## src/hw/rtl/acrq_pkg.sv

```systemverilog
// Shared types, constants and helper functions of the ADC change report queue.
package acrq_pkg;

  // Field widths of the input and result beats.
  localparam int STEP_W   = 4;
  localparam int SAMPLE_W = 12;
  localparam int MUX_W    = 3;
  localparam int STATUS_W = 3;
  localparam int CHAN_W   = 4;
  localparam int VAL_W    = 7;
  localparam int DROP_W   = 32;
  localparam int FILL_W   = 11;
  localparam int ENTRY_W  = CHAN_W + VAL_W;

  // Channel set and the number of low bits that are dropped from each sample.
  localparam int NUM_CHANNELS = 14;
  localparam int VAL_SHIFT    = 5;

  // Ring geometry. Pointers run modulo twice the depth.
  localparam int RING_DEPTH = 1024;
  localparam int ADDR_W     = $clog2(RING_DEPTH);
  localparam int PTR_W      = $clog2(2 * RING_DEPTH);
  localparam int CNT_W      = $clog2(RING_DEPTH + 1);

  // Configuration port.
  localparam int CFG_ADDR_W = 3;
  localparam int CFG_DATA_W = 32;
  localparam logic REG_CHANNEL_ENABLE = 1'b0;
  localparam logic [NUM_CHANNELS-1:0] ENABLE_RESET = '1;

  // Step tags with a special channel mapping.
  localparam logic [STEP_W-1:0] STEP_DIRECT_MAX = 4'd4;
  localparam logic [STEP_W-1:0] STEP_MUXED      = 4'd5;
  localparam logic [STEP_W-1:0] STEP_AUX        = 4'd6;
  localparam logic [CHAN_W-1:0] CH_MUX_BASE     = 4'd5;
  localparam logic [CHAN_W-1:0] CH_MUX_ZERO     = 4'd13;
  localparam logic [CHAN_W-1:0] CH_AUX          = 4'd5;

  typedef enum logic {
    OP_SAMPLE = 1'b0,
    OP_POP    = 1'b1
  } op_t;

  typedef enum logic [STATUS_W-1:0] {
    ST_NONE    = 3'd0,
    ST_QUEUED  = 3'd1,
    ST_DROPPED = 3'd2,
    ST_POPPED  = 3'd3,
    ST_EMPTY   = 3'd4
  } status_t;

  // Requests from the sample stage to the ring, valid for one advancing beat.
  typedef struct packed {
    logic               wr;
    logic               rd;
    logic [ENTRY_W-1:0] entry;
  } ring_req_t;

  // Ring state seen by the sample stage, with the values after this beat.
  typedef struct packed {
    logic              empty;
    logic              full;
    logic [CNT_W-1:0]  held_next;
    logic [DROP_W-1:0] drop_next;
  } ring_stat_t;

  typedef struct packed {
    logic              hit;
    logic [CHAN_W-1:0] chan;
  } chan_map_t;

  // Maps a sequencer step and the mux setting to a channel; steps above six miss.
  function automatic chan_map_t map_channel(input logic [STEP_W-1:0] step,
                                            input logic [MUX_W-1:0] mux);
    chan_map_t m;
    m.hit  = 1'b1;
    m.chan = '0;
    case (step)
      STEP_MUXED: begin
        m.chan = (mux == '0) ? CH_MUX_ZERO : CH_MUX_BASE + CHAN_W'(mux);
      end
      STEP_AUX: begin
        m.chan = CH_AUX;
      end
      default: begin
        if (step inside {[4'd0:STEP_DIRECT_MAX]}) begin
          m.chan = CHAN_W'(step);
        end else begin
          m.hit = 1'b0;
        end
      end
    endcase
    return m;
  endfunction

endpackage

```

## src/hw/rtl/acrq_cfg.sv

```systemverilog
// APB-style configuration register holding the channel enable mask.
module acrq_cfg (
  input  logic                              clk,
  input  logic                              rst,
  input  logic                              psel,
  input  logic                              penable,
  input  logic                              pwrite,
  input  logic [acrq_pkg::CFG_ADDR_W-1:0]   paddr,
  input  logic [acrq_pkg::CFG_DATA_W-1:0]   pwdata,
  output logic [acrq_pkg::CFG_DATA_W-1:0]   prdata,
  output logic                              pready,
  output logic [acrq_pkg::NUM_CHANNELS-1:0] enable_mask
);
  import acrq_pkg::*;

  logic reg_sel;
  logic wr_en;

  // Registers sit one word apart; the word index is the address bit above the byte lanes.
  assign reg_sel = (paddr[2] == REG_CHANNEL_ENABLE);
  assign pready  = 1'b1;
  assign wr_en   = psel && penable && pwrite && pready && reg_sel;

  // Mask register, written in the access cycle.
  always_ff @(posedge clk) begin
    if (rst) begin
      enable_mask <= ENABLE_RESET;
    end else if (wr_en) begin
      enable_mask <= pwdata[NUM_CHANNELS-1:0];
    end
  end

  // Read data; addresses with address bit 2 set read as zero.
  assign prdata = reg_sel ? CFG_DATA_W'(enable_mask) : '0;

endmodule

```

## config.mk

```make
export PLATFORM = sky130hd
export DESIGN_NAME = acrq_cfg
export DESIGN_NICKNAME = d
export VERILOG_FILES = /design/src/hw/rtl/acrq_pkg.sv /design/src/hw/rtl/acrq_cfg.sv
export SDC_FILE = /design/constraint.sdc
export NUM_CORES = 1
export LEC_CHECK = 0
export BUFFER_PORTS_ARGS = -buffer_cell sky130_fd_sc_hd__buf_2
export CAP_MARGIN = 25
export CORE_MARGIN = 10
export CORE_UTILIZATION = 37
export DETAILED_ROUTE_END_ITERATION = 8
export PLACE_DENSITY = 0.88
export SYNTH_ARGS = -nofsm -noshare
export SYNTH_HDL_FRONTEND = slang
export SYNTH_SLANG_ARGS = --single-unit
```

## constraint.sdc

```tcl
create_clock -name clk -period 1.8 [get_ports clk]
set_clock_uncertainty 0.2 [all_clocks]
set_input_delay 0.09 -clock clk [delete_from_list [all_inputs] [get_ports clk]]
set_output_delay 0.09 -clock clk [all_outputs]
set_load 0.01 [all_outputs]
```

[After elaboration in Yosys (flattened, before gate mapping)]
Index checks and enable logic that the tools add are counted.
Operators by class
  multiplexer cells: 1
  bitwise logic cells: 1
  reduce and logical (&&, ||, !) cells: 3
Operators by type and width (number)
  $mux 14: 1
  $logic_and 1x1->1: 3
  $not 1->1: 1
Storage, ports and cells
  bits in registers: 14
  output and inout bits: 47
  logic and storage cells: 6

[Logic depth before layout (Yosys ltp)]
Gate-level depths: netlist of the first run.
  word-level depth: 3
  mapped depth: 4

[Worst setup path after synthesis of the first run]
OpenSTA, ideal clock, no wires.
  path type: input-to-reg
  from: in paddr[2] in the netlist's numbering
  to: reg enable_mask[2] in the netlist's numbering
  arrival time: 0.740 ns
  path slack: 0.788 ns
  stages: 4
  path buffers: 2
  path through: and4b_1 -> buf_6 -> buf_12 -> mux2i_1
Between the ends
  word-level cells in the longest chain between the ends: 2
RTL lines
  start, declared: line acrq_cfg.sv:8  | input logic [acrq_pkg::CFG_ADDR_W-1:0] paddr,
  $not 1->1: line acrq_cfg.sv:20  | assign reg_sel = (paddr[2] == REG_CHANNEL_ENABLE);
  $logic_and 1x1->1: line acrq_cfg.sv:22  | assign wr_en = psel && penable && pwrite && pready && reg_sel;
  end signal, assigned: line acrq_cfg.sv:29  | enable_mask <= pwdata[NUM_CHANNELS-1:0];
  end, declared: line acrq_cfg.sv:12  | output logic [acrq_pkg::NUM_CHANNELS-1:0] enable_mask
Every way passes these cells.
A chain may end at the register's enable or synchronous reset.

[Worst setup path after layout of the first run]
  from: reg enable_mask[4] in the netlist's numbering
  to: out prdata[4] in the netlist's numbering
Between the ends
  word-level cells in the longest chain between the ends: 1
RTL lines
  $mux 14: line acrq_cfg.sv:34  | assign prdata = reg_sel ? CFG_DATA_W'(enable_mask) : '0;
  end, declared: line acrq_cfg.sv:10  | output logic [acrq_pkg::CFG_DATA_W-1:0] prdata,
Every way passes these cells.

==> results of run 1 <==
kinds of logic (layout without fill, tap and decap cells):
group,after synthesis,count (layout),share of synthesized area (%)
simple gates,43,43,25.6
buf+inv,25,65,22.9
mux,14,14,16.9
flops,14,14,33.7
other cells,2,19,0.904
per-layer routing:
metal | track usage, % | up-vias | part of all wire [%]
met1 | 9.21 | 334 | 34
li1 | - | 379 | -
met3 | 5.29 | 2 | 11
met4 | 1.54 | 0 | 0.34
met5 | 0 | - | 0
met2 | 20.3 | 34 | 55
final timing paths:
check	from	end	cells past startpoint
worst min-delay path	rst	enable_mask[13]$_SDFFE_PP1P_	3
worst max register to register	enable_mask[4]$_SDFFE_PP1P_	enable_mask[4]$_SDFFE_PP1P_	2
worst max-delay path	enable_mask[4]$_SDFFE_PP1P_	prdata[4]	2
worst min register to register	enable_mask[2]$_SDFFE_PP1P_	enable_mask[2]$_SDFFE_PP1P_	2
power breakdown:
group / switching (mW) / leakage, nW / internal (mW)
registers: 0.00438 / 0.114 / 0.316
logic: 0.0801 / 0.398 / 0.0718
clock network: 0.0877 / 0.0138 / 0.0774
total: 0.172 / 0.526 / 0.466
cell usage after synthesis:
master / n / area, um^2
buf_6: 1 / 11.3
and2b_2: 4 / 35.0
nor2b_1: 10 / 62.6
dfxtp_1: 14 / 280
and4b_1: 1 / 10.0
mux2i_1: 14 / 140
buf_2: 1 / 5.00
nor2_1: 28 / 105
conb_1: 2 / 7.51
buf_12: 1 / 20.0
buf_4: 19 / 143
clkbuf_1: 3 / 11.3
layout make-up:
class,count,share of cell area (%)
Tap cell,28,3.06
Multi-Input combinational cell,76,37.0
Sequential cell,14,24.5
Timing Repair Buffer,62,33.4
Clock buffer,3,1.97
critical path, stage by stage (launching register included):
cell and delay, ps:
dfxtp_1 340, nor2b_1 150, buf_2 150
metrics by stage:
stage                     cells  hold WS [ps]
after floorplan             115          57.2
after CTS                   183           105
final                       183           123
after global placement      166           145
after detailed placement    166           151
after global routing        183           164
what timing repair did:
action / 4_1_cts / 5_1_grt
hold endpoints to repair: 14 / 0
setup buffers: 0 / 0
gates resized for setup: 0 / 0
hold buffers: 14 / 0
==> reports/qor.yml, run 1 <==
outcome:
  status: "finished, final reports clean"
timing:
  slew_viol_final: 0
  finalWorstSetupSlack_ps: 599
  timing.fmax_mhz: 833
  period_needed_ps: 1200
  finalSetupViolations: 0
  timing.setup.tns_ps: 0
  fin_crit_sh_pct: 66.7
  hold_viol_final: 0
  rsz0062_at_grt: "false"
setup_path:
  critical_path_class: "flop to primary output"
  start_kind: "flop"
  critPathMaxFanout: 3
  cp-end-kind: "primary output"
  rrSetupSlack_ps: 990
  cp.arrival_ps: 910
  cp.required_ps: 1510
cells_and_area:
  layout_commonest_cell: "buf_2"
  largest-register: "enable_mask"
  regArea_um2: 280
  multi_input_area_um2: 424
  reg_top3: "enable_mask x14"
  final_cell_mix: "buf_2 (47), nor2_1 (28), conb_1 (19)"
  n_antenna_cell: 0
  syn2layout_area_growth_pct: 37.8
  final_area_mm2: 0.00114
  fillCellCount: 211
  nets: 197
  largest_register_ffs: 14
  drive_gt1_share_pct: 35.5
  final_util_pct: 52.8
place:
  io_buffers: 47
  place_area_um2: 982
  gp_congestion: 0.662
  dpl_worst_slack_ps: 494
min_path:
  hp-class: "input pin to flop"
yosys:
  ys_seq_area_share_pct: 33.7
  synth_cells: 98
  synth.avg_cell_area_um2: 8.48
  ys_types: 12
  yosys_warnings: 0
  synth_seq_cells: 14
  syn_area_um2: 831
clocking:
  cts_tree: "yes"
  ctsHtreeMaxLevel: 1
  clock_path_buffers: 2
  insertion_delay_ps: 270
  cts_root_buf: "clkbuf_4"
  cts.sinks: 14
  path_clk_slew_ps: 70
  numCtsBuffers: 3
power_and_ir_drop:
  power_density_mw_per_mm2: 557
  p_total_uw: 638
  p_leak_nw: 0.526
  ir_drop_mv: 0.312
grt:
  grt_use_total_pct: 10.3
  grt_pass1_wl_um: 3680
  grt_start_max_net_pins: 29
  grt_pass1_vias: 786
  overflow: 0
  grt_antenna_before_repair: 0
die:
  coreArea_mm2: 0.00217
  num_rows: 17
  num_io_pins: 87
  dieArea_mm2: 0.00454
  die_h_um: 67.4
  initial_core_util_pct: 38.3
  die_w_um: 67.4
drt:
  via_per_inst: 4.09
  drt_iter0_drc: 25
  drc: 0
  wl_per_cell_um: 12.9
  dr_total_vias: 749
  drt_pre_antenna_iters: 4
  wirelength_um: 2370
  postRouteAntennaNets: 0
flow_run:
  maxCapViolations: 0
No activity file was read; power rests on OpenSTA's default activity.
==> run 2: changes to the inputs <==
Settings changed: CORE_UTILIZATION 37 to 31, PLACE_DENSITY 0.88 to 0.79.
Clock period 1.8 ns to 1.1 ns, I/O delays scaled along.
==> run 2 against run 1 <==
Against the previous run:
- the run now ends with negative setup slack left
- critical path type unchanged
- combinational power is 91% higher
- clock power is 72% higher
- non-clock buffer count is 8 higher
- total power increased by 72%
- core utilization decreased by 0.34 points
- critical endpoint is now prdata[0]
- largest power group unchanged
- clock-buffer cell count is the same
- setup slack lost 680 ps
- highest routed layer is now met3
- die area rose by 13%
==> reports/qor.yml, run 2 (same netlist as run 1, synthesis figures left out) <==
clocking:
  ctsHtreeMaxLevel: 1  # unchanged
  numCtsBuffers: 3  # unchanged
  cts_tree: "yes"
  cts.sinks: 14  # unchanged
  insertion_delay_ps: 270  # about the same
  cts_root_buf: "clkbuf_4"
  path_clk_slew_ps: 80  # about the same
  clock_path_buffers: 2  # unchanged
grt:
  grt_pass1_wl_um: 4080  # +11%
  grt_start_max_net_pins: 29  # unchanged
  grt_pass1_vias: 848  # +7.9%
  overflow: 0  # unchanged
  grt_use_total_pct: 9.38  # -0.89 points
  grt_antenna_before_repair: 0  # unchanged
power_and_ir_drop:
  p_leak_nw: 0.601  # +14%
  ir_drop_mv: 0.468  # +50%
  power_density_mw_per_mm2: 832  # +49%
cells_and_area:
  largest_register_ffs: 14  # unchanged
  layout_commonest_cell: "buf_2"
  fillCellCount: 242  # +15%
  reg_top3: "enable_mask x14"
  final_cell_mix: "buf_2 (37), nor2_1 (28), conb_1 (19)"
  syn2layout_area_growth_pct: 59.2
  nets: 205  # +4.1%
  drive_gt1_share_pct: 47.9  # +12 points
  final_area_mm2: 0.00132  # +16%
  n_antenna_cell: 0  # unchanged
  largest-register: "enable_mask"
  final_util_pct: 52.4  # -0.34 points
place:
  gp_congestion: 0.654  # -1.2%
  io_buffers: 47  # unchanged
  place_area_mm2: 0.00100  # +2.3%
  dp_hpwl_um: 1750
setup_path:
  cp.arrival_ps: 920  # about the same
  cp_slowest_stage_delay_ps: 340  # about the same
  cp_num_buf_inv: 1  # unchanged
  cp_slowest_cell: "dfxtp_2"
  critical_path_class: "flop to primary output"
  cp-end-kind: "primary output"
  critPathMaxFanout: 2  # -1
  rrSetupSlack_ps: 170  # -820 ps
  r2r_cells: 3  # +1
  cp.required_ps: 840  # -670 ps
  start_kind: "flop"
  path_delay_family: "flip-flops"
  r2r-start: "enable_mask[0]$_SDFFE_PP1P_"
  reg2reg_to: "enable_mask[0]$_SDFFE_PP1P_"
  path_cells: "and2b_2 -> buf_6"
timing:
  period_needed_ps: 1180
  fin_crit_sh_pct: 107
  finalWorstSetupSlack_ps: -76.4  # -675 ps
  timing.fmax_mhz: 850
  rsz0062_at_grt: "true"
  timing.setup.tns_ps: -331  # -331 ps
  hold_viol_final: 0  # unchanged
  slew_viol_final: 0  # unchanged
  finalSetupViolations: 14  # +14
outcome:
  status: "finished with violations"
  violations: "negative setup slack"
drt:
  wl_per_cell_um: 13.1  # +1.6%
  drt_pre_antenna_iters: 4  # unchanged
  via_per_inst: 4.08  # -0.37%
  postRouteAntennaNets: 0  # unchanged
  dr_total_vias: 787  # +5.1%
  drt_iter0_drc: 21  # -16%
  wirelength_um: 2530  # +7.1%
  drc: 0  # unchanged
min_path:
  min_from: "rst"
  hp-class: "input pin to flop"
  hold_path_end: "enable_mask[7]$_SDFFE_PP1P_"
  min_path_cells: 3  # unchanged
die:
  coreArea_mm2: 0.00252  # +16%
  num_rows: 18  # +1
  die_w_um: 71.8  # +6.5%
  initial_core_util_pct: 32.9  # -5.4 points
  die_h_um: 71.8  # +6.5%
  num_io_pins: 87  # unchanged
  dieArea_mm2: 0.00515  # +13%
flow_run:
  maxCapViolations: 0  # unchanged
## run 2: changes by cell type in the layout (fill, tap and decap cells not counted), sizes merged
| cell | change |
|---|---|
| buf | +8 |
## run 2: metrics by stage
step	hold WS [ps]	total power [mW]	setup WS (ps)	instances
floorplan	22.2	0.715	123	115
global placement	109	0.749	20.1	169
detailed placement	115	0.750	-5.81	169
CTS	61.7	1.10	-85.9	190
global route	101	1.17	-108	193
finish	85.4	1.10	-76.4	193
## run 2: area by class of cell
class,instances,area [um^2],area share (%)
clock buffer,3,22.5,1.70
tap,30,37.5,2.84
sequential,14,298,22.5
multi-input combinational,76,432,32.6
timing repair buffer,70,533,40.3
## run 2: worst max path at each step
stage | startpoint | end | slack [ps] | cells after the start
floorplan | paddr[2] | enable_mask[2]$_SDFFE_PP1P_ | 120 | 4
global placement | paddr[2] | enable_mask[7]$_SDFFE_PP1P_ | 20 | 4
detailed placement | paddr[2] | enable_mask[0]$_SDFFE_PP1P_ | -6 | 4
CTS | enable_mask[0]$_SDFFE_PP1P_ | prdata[0] | -90 | 2
global route | enable_mask[13]$_SDFFE_PP1P_ | prdata[13] | -110 | 2
finish | enable_mask[0]$_SDFFE_PP1P_ | prdata[0] | -80 | 2
## run 2: worst register-to-register path, stage by stage, from the launching register on
cell	delay (ps)
dfxtp_2	340
buf_6	110
nor2_1	90
mux2i_1	80
## run 2: report_power, final
group | internal [mW] | leakage [nW] | total (mW) | switching, mW
logic | 0.150 | 0.480 | 0.290 | 0.140
clock network | 0.127 | 0.0138 | 0.283 | 0.156
registers | 0.520 | 0.107 | 0.527 | 0.00724
total | 0.796 | 0.601 | 1.10 | 0.304
## run 2: metal layers
metal | vias up | wire (um) | GRT usage [%]
li1 | 397 | - | -
met1 | 351 | 956 | 9.35
met2 | 39 | 1280 | 16.5
met3 | 0 | 301 | 5.51
met4 | 0 | 0 | 1.94
met5 | - | 0 | 0
## run 2: what timing repair did
action / in CTS / in global routing
buffers inserted: 4 / 3
gates resized for setup: 21 / 8
pin swaps: 0 / 0
endpoints found under the setup margin: 14 / 17
hold buffers: 14 / 0
hold endpoints to repair: 14 / 0
